## src/rtl/core/bwf_ram.sv

```systemverilog
`timescale 1ns / 1ps
`default_nettype none

module bwf_ram #(
  parameter int WIDTH = 8,
  parameter int DEPTH = 16
) (
  input  logic                     clk,
  input  logic                     wr_en,
  input  logic [$clog2(DEPTH)-1:0] wr_addr,
  input  logic [WIDTH-1:0]         wr_data,
  input  logic                     rd_en,
  input  logic [$clog2(DEPTH)-1:0] rd_addr,
  output logic [WIDTH-1:0]         rd_data
);

  logic [WIDTH-1:0] mem_r [DEPTH];
  logic [WIDTH-1:0] rd_data_r;

  always_ff @(posedge clk) begin
    if (wr_en) begin
      mem_r[wr_addr] <= wr_data;
    end
    if (rd_en) begin
      rd_data_r <= mem_r[rd_addr];
    end
  end

  assign rd_data = rd_data_r;

endmodule

`default_nettype wire

```

## config.mk

```make
export PLATFORM = sky130hd
export DESIGN_NAME = bwf_ram
export DESIGN_NICKNAME = d
export VERILOG_FILES = /design/src/rtl/core/bwf_ram.sv
export SDC_FILE = /design/constraint.sdc
export NUM_CORES = 1
export LEC_CHECK = 0
export ABC_CLOCK_PERIOD_IN_PS = 1990
export BUFFER_PORTS_ARGS = -buffer_cell sky130_fd_sc_hd__buf_2
export CAP_MARGIN = 15
export CORE_AREA = 5 5 139 141
export CTS_CLUSTER_DIAMETER = 120
export DETAILED_ROUTE_END_ITERATION = 10
export DIE_AREA = 0 0 144 146
export SYNTH_ARGS = -nofsm -noshare
export SYNTH_HDL_FRONTEND = slang
export SYNTH_SLANG_ARGS = --single-unit
```

## constraint.sdc

```tcl
create_clock -name clk -period 1.99 [get_ports clk]
set_clock_uncertainty 0.15 [all_clocks]
set_input_delay 0.398 -clock clk [delete_from_list [all_inputs] [get_ports clk]]
set_output_delay 0.398 -clock clk [all_outputs]
set_load 0.01 [all_outputs]
```

# [Yosys cells after proc, flatten, opt, wreduce, memory -nomap -nowiden]
# Memories as Yosys holds them, arrays and structs flattened. A register that Yosys moved wholly into a read port is not among the register bits.
# Index checks and enable logic that the tools add are counted.
[word_totals] register_bits=0 latch_bits=0 ramBits=128 mem_bits_ro=0 input_bits=19 word_cells=3 memories=1
[memory_table] name="mem_r" depth=16 word_bits=8 read_ports=1 rd_clocked_by_memory_dff=1 write_ports=1 line="17" text="logic [WIDTH-1:0] mem_r [DEPTH];"
[op_classes] addsub=0 multipliers=0 div=0 order_cmp=0 eq_ne=0 shift=0 muxes=2 n_bitwise=0 n_reduce_logical=0
[ops] operator="$mux 1" n=2

# [Longest topological paths before layout]
[logic_depth] depth_word=2 ltp_mapped=5 ltp_nobuf=3

# [Worst setup path after synthesis]
# Ideal clock, no wire load.
[synth_path] path_kind="input-to-reg" from="input port wr_addr[2]" to="memory mem_r[0][0], enable pin" setup_time_ps=383 t_arrival_ps=1508 slack_ps=-51 stages=2 n_path_buf=0 path_cell_list="or3b_2 > nor3_1"
[synth_lines] item="start, declared" line="10" text="input logic [$clog2(DEPTH)-1:0] wr_addr,"
[synth_lines] item="end, declared" line="17"
# Straight into the memory's write port.

==> flow_summary.ini <==
[run_status]
outcome = completed

[clock_network]
cts_inserted_buffers = 17
cts.reportedPaths.clkPinSlew_ns = 0.06
cts-root-buf = clkbuf_16
insertion_delay_ns = 0.41
cts.sinks = 136
cts_tree = built
hold_buffers = 0
cts.htree.levels = 4
clk_path_buf_depth = 2
cts_setup_buffers = 0
cts_resized = 0

[finish]
syn2layout_area_growth_pct = 22.5
register_area_um2 = 4080
final_nets = 316
utilization_pct = 35.9
final_cell_mix = edfxtp_1, buf_4, buf_2
drive_above_1_share_pct = 33.9
diodes = 0
multiInputGateArea_um2 = 1060
fin_area_um2 = 6400
fillCellCount = 1628
final_common_cell = edfxtp_1
fin_cells = 539

[worst_setup_path]
endpoint_kind = register
crit_family = multiplexers
r2r_setup_slack_ns = 0.30
worstPathArrival_ns = 1.72
cp_cell_sequence = buf_2 -> buf_12 -> buf_4 -> mux4_1 -> a22oi_1 -> nand2_1
critPathLaunchType = input pin
critical_path_buf_inv_count = 3
worstReg2RegEnd = rd_data[5]$_DFFE_PP_
reg2reg_from = mem_r[1][5]$_DFFE_PP_
crit_fanout = 12
cp.required_ns = 1.99
path_class = in -> reg
cp-startpoint = rd_addr[0]
slowest_delay_ns = 0.53
reg2reg_depth = 3
crit_slowest_cell = mux4_1

[placement]
dp.cells = 507
routabilityCongestion = 0.703
io_buffers = 26
place_area_um2 = 5860
hpwl_mm = 6.99

[power_and_ir_drop]
clockPowerShare_pct = 44.5
power_density_nw_per_um2 = 1010
switching_share_pct = 19.7
power_frac_comb_pct = 5.1
leakage_nw = 2.17
pwr-share-seq_pct = 50.3
p_sw_mw = 1.27
internal_power_mw = 5.18
peakVddDrop_mv = 0.585

[yosys]
synth_nets = 248
synthDistinctLibCells = 18
seq_area_frac_synth_pct = 78.1
synth_largest_area_cell = edfxtp_1
synth_area_leaders = edfxtp_1, mux4_2, mux4_1
yosysWarningCount = 0
netlist_area_um2 = 5230
synth_area_per_cell_um2 = 22.8
synthCells = 229
synth_seq_cells = 136
synth_top_area_share_pct = 78.1

[grt]
track_usage_pct = 10.7
grt_max_degree = 29
grt_antenna_before_repair = 0
grt_first_pass_wirelength_mm = 16.3
grt_pass1_vias = 2627
overflow = 0

[detailed_routing]
num_vias = 2522
wl_per_cell_um = 19.6
routed_via_density = 4.68
routed_wl_mm = 10.6
ant_nets = 0
dr.first_iter.drc_count = 268
drc = 0
dr.pass1.iters = 4

[sta]
finalSetupViolCount = 0
slew_violations = 0
max_freq_mhz = 581
hold_viol = 0
period_share_pct = 86.4
relSlewSlack_pct = 52.3
fin_crit_ns = 1.72
worst_slew_pin_slew_ns = 0.713
rsz0062_at_grt = no

[floorplanning]
ios = 27
chipWidth_um = 144
floorplan.core_area_um2 = 17800
die_area_um2 = 21000
start_util_pct = 29.3
rows = 49
fp.dieH_um = 146

[min_path]
holdCritPathClass = in -> reg
hold_depth = 1
hold_path_startpoint = rd_en
hold_end = rd_data[5]$_DFFE_PP_

[run]
drv_cap = 0
==> metrics by stage <==
stage          hold WS (ns)  setup TNS [ns]  power (mW)  worst slack (ns)
2_1_floorplan         0.347               0        3.47             0.160
3_5_place_dp          0.597          -0.898        3.64            -0.155
6_report              0.207               0        6.45             0.270
4_1_cts               0.193               0        6.52             0.285
3_3_place_gp          0.590          -0.914        3.63            -0.156
5_1_grt               0.190               0        6.69             0.210
==> layout make-up <==
| cell class | instances | area share (%) |
|---|---|---|
| tap | 229 | 4.47 |
| clock inverter | 14 | 1.78 |
| timing repair buffer | 59 | 6.68 |
| multi-input combinational | 83 | 16.6 |
| sequential | 136 | 63.8 |
| clock buffer | 18 | 6.70 |
==> flip-flops by register name, summed over array words and instances (netlist names) <==
signal,count
rd_data,8
mem_r,128
==> worst register-to-register path, delay by kind of cell, from the launching register on <==
| family | cells | cell delay (ns) |
|---|---|---|
| and+or+nand+nor | 1 | 0.14 |
| muxes | 1 | 0.52 |
| AOI/OAI and AO/OA | 1 | 0.25 |
| DFF | 1 | 0.36 |
==> how the worst max path moves through the flow <==
stage	cells after the start	endpoint	slack, ns
4_1_cts	6	rd_data[3]$_DFFE_PP_	0.28
3_5_place_dp	6	rd_data[3]$_DFFE_PP_	-0.16
2_1_floorplan	5	rd_data[1]$_DFFE_PP_	0.16
3_3_place_gp	5	rd_data[5]$_DFFE_PP_	-0.16
6_report	6	rd_data[0]$_DFFE_PP_	0.27
5_1_grt	6	rd_data[3]$_DFFE_PP_	0.21
==> metal layers <==
layer,global-route usage (%),vias up,share of wire (%),wire [um]
met3,3.81,5,6.6,693
li1,-,1119,-,-
met4,3.25,0,0.97,102
met5,0,-,0,0
met1,15.7,1318,46,4880
met2,15.1,80,46,4880
==> cell usage after synthesis <==
master,instances
nor2b_1,1
nand3_1,1
mux4_1,14
nand3b_1,2
nor2_1,13
and2_1,1
buf_6,3
nand2b_1,2
and2b_1,1
mux4_2,18
edfxtp_1,136
a22oi_1,16
nor3_1,4
clkdlybuf4s25_2,3
buf_2,3
or3b_2,1
nand2_1,9
buf_4,1
==> cells by family (layout without fill, tap and decap cells) <==
group	count (synthesis)	count (layout)	share of synthesized area [%]
AO/OA/AOI/OAI	16	16	2.30
buffers and inverters	10	91	1.65
flip-flops	136	136	78.1
multiplexers	32	32	14.8
AND/OR/NAND/NOR	35	35	3.14
==> power groups by stage <==
stage	Clock [mW]	Sequential [mW]	Combinational (mW)
floorplan	0	3.31	0.163
global placement	0	3.30	0.328
detailed placement	0	3.30	0.336
CTS	2.94	3.25	0.337
global route	3.08	3.25	0.360
finish	2.87	3.24	0.331
No activity file was read; power rests on OpenSTA's default activity.
