`src/rtl/core/bwf_pkg.sv`:
```
`timescale 1ns / 1ps
`default_nettype none

package bwf_pkg;

  localparam int MAX_WIDTH  = 1024;
  localparam int MAX_HEIGHT = 4096;
  localparam int MAX_RADIUS = 4;

  // Window spans 2R+1 rows and columns; the line store keeps 2R rows above the input row.
  localparam int WIN      = 2 * MAX_RADIUS + 1;
  localparam int SLOTS    = 2 * MAX_RADIUS;
  localparam int WIN_IW   = $clog2(WIN);
  localparam int PIX_IW   = $clog2(MAX_RADIUS + 1);
  localparam int COL_W    = $clog2(MAX_WIDTH);
  localparam int OROW_W   = $clog2(MAX_HEIGHT);
  localparam int IROW_W   = OROW_W + 1;
  localparam int LEAD_W   = $clog2(MAX_RADIUS * MAX_WIDTH + MAX_RADIUS + 1);

  localparam int PIX_W    = 8;
  localparam int FW_W     = 11;
  localparam int FH_W     = 13;
  localparam int RAD_W    = 3;
  localparam int KEPT_W   = 23;

  localparam int CFG_IDX_W  = 3;
  localparam int CFG_DATA_W = 13;

  localparam logic [CFG_IDX_W-1:0] CFG_FRAME_WIDTH  = 3'd0;
  localparam logic [CFG_IDX_W-1:0] CFG_FRAME_HEIGHT = 3'd1;
  localparam logic [CFG_IDX_W-1:0] CFG_RADIUS       = 3'd2;
  localparam logic [CFG_IDX_W-1:0] CFG_SHAPE        = 3'd3;
  localparam logic [CFG_IDX_W-1:0] CFG_THRESHOLD    = 3'd4;

  localparam logic MODE_PIXEL   = 1'b0;
  localparam logic MODE_FLUSH   = 1'b1;
  localparam logic SHAPE_SQUARE = 1'b0;
  localparam logic SHAPE_CROSS  = 1'b1;

  localparam int FIFO_DEPTH = 4;
  localparam int FIFO_AW    = $clog2(FIFO_DEPTH);
  localparam int FIFO_CW    = $clog2(FIFO_DEPTH + 3);

  typedef struct packed {
    logic             mode;
    logic [PIX_W-1:0] pixel_in;
  } in_beat_t;

  typedef struct packed {
    logic [PIX_W-1:0]  pixel_out;
    logic              last;
    logic [KEPT_W-1:0] kept_count;
  } out_beat_t;

  typedef struct packed {
    logic             fg;
    logic [PIX_W-1:0] pix;
  } slot_t;

  typedef slot_t [SLOTS-1:0] line_word_t;
  localparam int LINE_WORD_W = SLOTS * (PIX_W + 1);

  // One window column: foreground bits of all rows, grey values of the rows
  // that can hold the centre.
  typedef struct packed {
    logic [WIN-1:0]                     fg;
    logic [MAX_RADIUS:0][PIX_W-1:0]     pix;
  } col_t;

endpackage

`default_nettype wire

```
`src/rtl/core/bwf_cell.sv`:
```
`timescale 1ns / 1ps
`default_nettype none

module bwf_cell (
  input  logic                   clk,
  input  logic                   shift_en,
  input  bwf_pkg::col_t          col_in,
  output bwf_pkg::col_t          col_out,
  input  logic [bwf_pkg::WIN-1:0] mask,
  output logic                   bg_hit
);
  import bwf_pkg::*;

  col_t col_r;

  always_ff @(posedge clk) begin
    if (shift_en) begin
      col_r <= col_in;
    end
  end

  assign col_out = col_r;
  assign bg_hit  = |(~col_r.fg & mask);

endmodule

`default_nettype wire

```
`config.mk`:
```
export PLATFORM = sky130hd
export DESIGN_NAME = bwf_cell
export DESIGN_NICKNAME = d
export VERILOG_FILES = /design/src/rtl/core/bwf_pkg.sv /design/src/rtl/core/bwf_cell.sv
export SDC_FILE = /design/constraint.sdc
export NUM_CORES = 1
export LEC_CHECK = 0
export ABC_AREA = 0
export BUFFER_PORTS_ARGS = -buffer_cell sky130_fd_sc_hd__buf_2
export CORE_MARGIN = 3
export CORE_UTILIZATION = 43
export CTS_CLUSTER_SIZE = 28
export DETAILED_ROUTE_END_ITERATION = 10
export GPL_ROUTABILITY_DRIVEN = 0
export PLACE_DENSITY = 0.84
export SYNTH_ARGS = -nofsm -noshare
export SYNTH_HDL_FRONTEND = slang
export SYNTH_SLANG_ARGS = --single-unit
```
`constraint.sdc`:
```
create_clock -name clk -period 2.2 [get_ports clk]
set_input_delay 0.44 -clock clk [delete_from_list [all_inputs] [get_ports clk]]
set_output_delay 0.44 -clock clk [all_outputs]
set_load 0.005 [all_outputs]
```
## After elaboration in Yosys (flattened, before gate mapping)

Index checks and enable logic that the tools add are counted.

| storage, ports and cells | value |
|---|---|
| bits in registers | 49 |
| bits of input ports | 60 |
| output and inout bits | 50 |
| logic and storage cells | 9 |

| cells by class | value |
|---|---|
| bitwise gates (word level) | 2 |
| reductions and logical operators | 1 |

Operators with widths:

| kind | number |
|---|---|
| 9-bit bitwise AND | 1 |
| 9-bit NOT | 1 |
| 9-bit OR reduction | 1 |

## Longest topological paths before layout

| logic depth | value |
|---|---|
| depth in word-level cells | 3 |
| mapped depth | 3 |
| gate-level depth less buffers | 3 |

## Worst setup path after synthesis

Ideal clock, no wire load.

| timing path | value |
|---|---|
| kind | input to output |
| start point | input port mask[4] (netlist name) |
| end point | output port bg_hit |
| data arrival time | 0.992 ns |
| data required time | 1.760 ns |
| setup slack | 0.768 ns |
| stages on the path | 3 |
| buffers on the path | 0 |
| cells stage by stage | nor2b_1 a2111oi_2 nand3_1 |

| between the ends | value |
|---|---|
| cells in the longest elaborated chain, start to end | 2 |

Ends and longest elaborated chain:

| element | line | RTL |
|---|---|---|
| start, declared | bwf_cell.sv:9 | `input logic [bwf_pkg::WIN-1:0] mask,` |
| 9-bit bitwise AND | bwf_cell.sv:23 | `assign bg_hit = \|(~col_r.fg & mask);` |
| 9-bit OR reduction | bwf_cell.sv:23 |  |
| end, declared | bwf_cell.sv:10 | `output logic bg_hit` |

Every way passes these cells.

## Final worst setup path

| timing path | value |
|---|---|
| start point | register col_r (netlist bit col_out[40]) |
| end point | output port bg_hit |

| between the ends | value |
|---|---|
| cells in the longest elaborated chain, start to end | 3 |

Ends and longest elaborated chain:

| element | line | RTL |
|---|---|---|
| start, declared | bwf_cell.sv:14 | `col_t col_r;` |
| start signal, assigned | bwf_cell.sv:18 | `col_r <= col_in;` |
| 9-bit NOT | bwf_cell.sv:23 |  |
| 9-bit bitwise AND | bwf_cell.sv:23 |  |
| 9-bit OR reduction | bwf_cell.sv:23 |  |

Every way passes these cells.

==> flow_results.org <==
** Run status
- Status :: completed

** Die
- The die covers 4360 um^2.
- Starting Density :: 0.454
- The die is 66.0 um tall.
- After floorplanning, the core was divided into 21 placement rows.
- Number of top-level pins :: 110
- Core Area :: 3420 um^2
- From left edge to right edge, the die measures 66.0 um.

** Clock tree
- Number of levels in the clock H-tree :: 2
- Hold repair after CTS inserted 0 buffers.
- Count of cells resized by post-cts repair :: 0
- Number of buffers inserted during clock tree synthesis :: 5
- Clock tree synthesis selected as its root buffer the cell clkbuf_4.
- Post-CTS timing repair inserted 0 buffers for setup.
- No sink is reached through more buffers than the 2 on the longest clock path.
- After clock tree synthesis, the clock-pin slew on the worst setup and hold paths is 0.14 ns.
- Clock sinks :: 49
- TritonCTS built the clock tree.

** Global routing
- For this run the aggregate overflow at the end of global routing stands at 0.
- GRT Util Overall :: 0.145
- The first global-routing pass estimated 4.36 mm of wire.
- Antenna violations before repair :: 0
- Entering global routing, the biggest net connects 42 pins.
- The via count of the first global-routing pass is 1021.

** Synth
- Number of distinct standard cells referenced by the synthesized netlist :: 7
- Number of warnings reported in the yosys synthesis log :: 0
- After synthesis the cells add up to 1550 um^2.
- The share of the Yosys chip area taken by registers is 0.949.
- Of the post-synthesis cell area, the dominant cell type holds 0.949.
- Largest area contributor in the netlist :: edfxtp_1
- Dominant cells by area after synthesis :: edfxtp_1 95%, inv_1 1.5%, nor2b_1 1.2%, a2111oi_2 0.97%, a222oi_1 0.65%
- The average instance in the mapped netlist occupies 25.0 um^2.
- Synthesis-stage register bit count :: 49
- After technology mapping, the gate count stands at 62.
- The number of nets in the synthesized netlist is 122.

** Pwr
- For this design the ratio of total power to cell area is 754 nW/um^2.
- Switch Pwr :: 356 uW
- Lkg Pwr :: 0.996 nW
- The share of total power dissipated in combinational logic is 0.098.
- Maximum vdd ir drop :: 0.491 mV
- Share of total power in the clock network :: 0.233
- Switching fraction of total power :: 0.211
- Overall power consumption after layout is estimated at 1.68 mW.
- Proportion of power drawn by flip-flops and latches :: 0.670
- Cell internal power was estimated by the tool at 1.33 mW.

** Cells and area
- For this run, the post-layout net count is 239.
- Share of post-route cells with drive strength above 1 :: 0.656
- Filler cell count in the final layout :: 255
- Leaving out fill and tap cells, the most frequent cell in the layout is buf_2.
- From synthesis to final layout, the design area changed by 44.0%.
- In the layout the commonest cells are 109 x buf_2, 49 x edfxtp_1, 6 x inv_1, 5 x clkbuf_4, 3 x nor2b_1.
- After the flow finishes, the layout carries non-filler instances totaling 226.
- Largest register FFs :: 49
- The number of antenna diodes in the final layout is 0.

** Setup path
- Critical setup path kind :: reg2out
- Critical Path Slowest Stage Cell :: edfxtp_1
- Gate family responsible for the most delay along the worst path :: flip-flops
- Number of gates on the worst path with buffers counted :: 4
- The critical path goes through inv_1 -> a2111oi_2 -> nand3_1 -> buf_2.
- Along the worst path, the maximum fanout reaches 2.
- At the worst endpoint, the required time is 1.76 ns.
- The worst setup path is captured at an output pin.
- CP bufs+invs :: 2
- Worst setup SP type :: register
- Setup crit start :: col_out[40]$_DFFE_PP_
- Arrival time worst endpoint :: 1.35 ns
- On the worst path, the slowest cell contributes a delay of 0.36 ns.

** Routing
- First-pass iteration count of the detailed router :: 4
- Via-to-Cell Ratio :: 4.35
- Remaining number of nets flagged by the antenna check after routing :: 0
- Across all layers, the routed design uses 983 vias.
- In the routed design, unresolved DRC markers number 0.
- The detailed router finished its first iteration with 32 violations.
- Total routed wirelength :: 3.00 mm
- Average routed wire per standard cell :: 13.3 um

** STA
- Fmax :: 560 MHz
- Setup TNS :: 0 ns
- The final count of pins violating max slew is 0.
- On the final layout, the worst hold slack is 0.250 ns.
- Ratio of final minimum period to clock period :: 0.812
- The hold violation total from the final report is 0.
- Measured against its own limit, the worst slew margin works out to 0.806.
- Slew of the pin with the lowest slew margin :: 0.292 ns
- Setup-violating endpoint count in the final report :: 0
- Fin crit period :: 1.79 ns
- Setup repair after global routing left no endpoint under its margin.

** Run
- Max Cap Viol :: 0

** Min path
- In this run the most critical hold path is launched from col_in[3].
- Class of the tightest hold or removal check :: in2reg
- For hold timing, the worst endpoint is col_out[3]$_DFFE_PP_.
- Number of stages on the worst hold path :: 1

** Placement
- After detailed placement, the design holds a cell count of 218.
- In this run the tool buffered the top-level ports with 109 buffer cells.
-- metal layers --
metal,GRT usage,vias up,wire length [um]
met1,0.139,429,980
met5,0,-,0
met2,0.228,76,1470
met4,0.0660,0,24
li1,-,474,-
met3,0.112,4,524
-- cells by family after synthesis --
kind of cell	after synthesis	synth area share
simple gates	4	0.0153
compound gates	3	0.0210
flops	49	0.949
buf+inv	6	0.0145
-- cell usage after synthesis --
master,n
edfxtp_1,49
inv_1,6
nor2b_1,3
a2111oi_2,1
a222oi_1,1
a22oi_1,1
nand3_1,1
-- power by group through the flow --
stage | combinational, mW | sequential (mW) | clock (mW)
2_1_floorplan | 0.0118 | 1.16 | 0
3_3_place_gp | 0.165 | 1.15 | 0
3_5_place_dp | 0.169 | 1.15 | 0
4_1_cts | 0.169 | 1.13 | 0.411
5_1_grt | 0.183 | 1.14 | 0.459
6_report | 0.165 | 1.13 | 0.391
-- per-stage QoR --
| stage | util | worst slack, ns | cell area (um^2) |
|---|---|---|---|
| floorplan | - | 0.768 | 1550 |
| global placement | 0.636 | 0.516 | 2170 |
| detailed placement | 0.636 | 0.509 | 2170 |
| CTS | 0.653 | 0.362 | 2230 |
| global route | 0.653 | 0.260 | 2230 |
| finish | 0.653 | 0.413 | 2230 |
-- final cells by class --
class	instances	area, um^2	share of cell area
Sequential cell	49	1470	0.659
Timing Repair Buffer	110	566	0.253
Tap cell	46	57.6	0.0258
Multi-Input combinational cell	7	56.3	0.0252
Clock buffer	5	37.5	0.0168
Inverter	6	22.5	0.0101
Clock inverter	3	21.3	0.00953
-- worst max path at each step --
stage              to  slack, ns
5_1_grt        bg_hit       0.26
6_report       bg_hit       0.41
2_1_floorplan  bg_hit       0.77
3_3_place_gp   bg_hit       0.52
4_1_cts        bg_hit       0.36
3_5_place_dp   bg_hit       0.51
No activity file was read; power rests on OpenSTA's default activity.
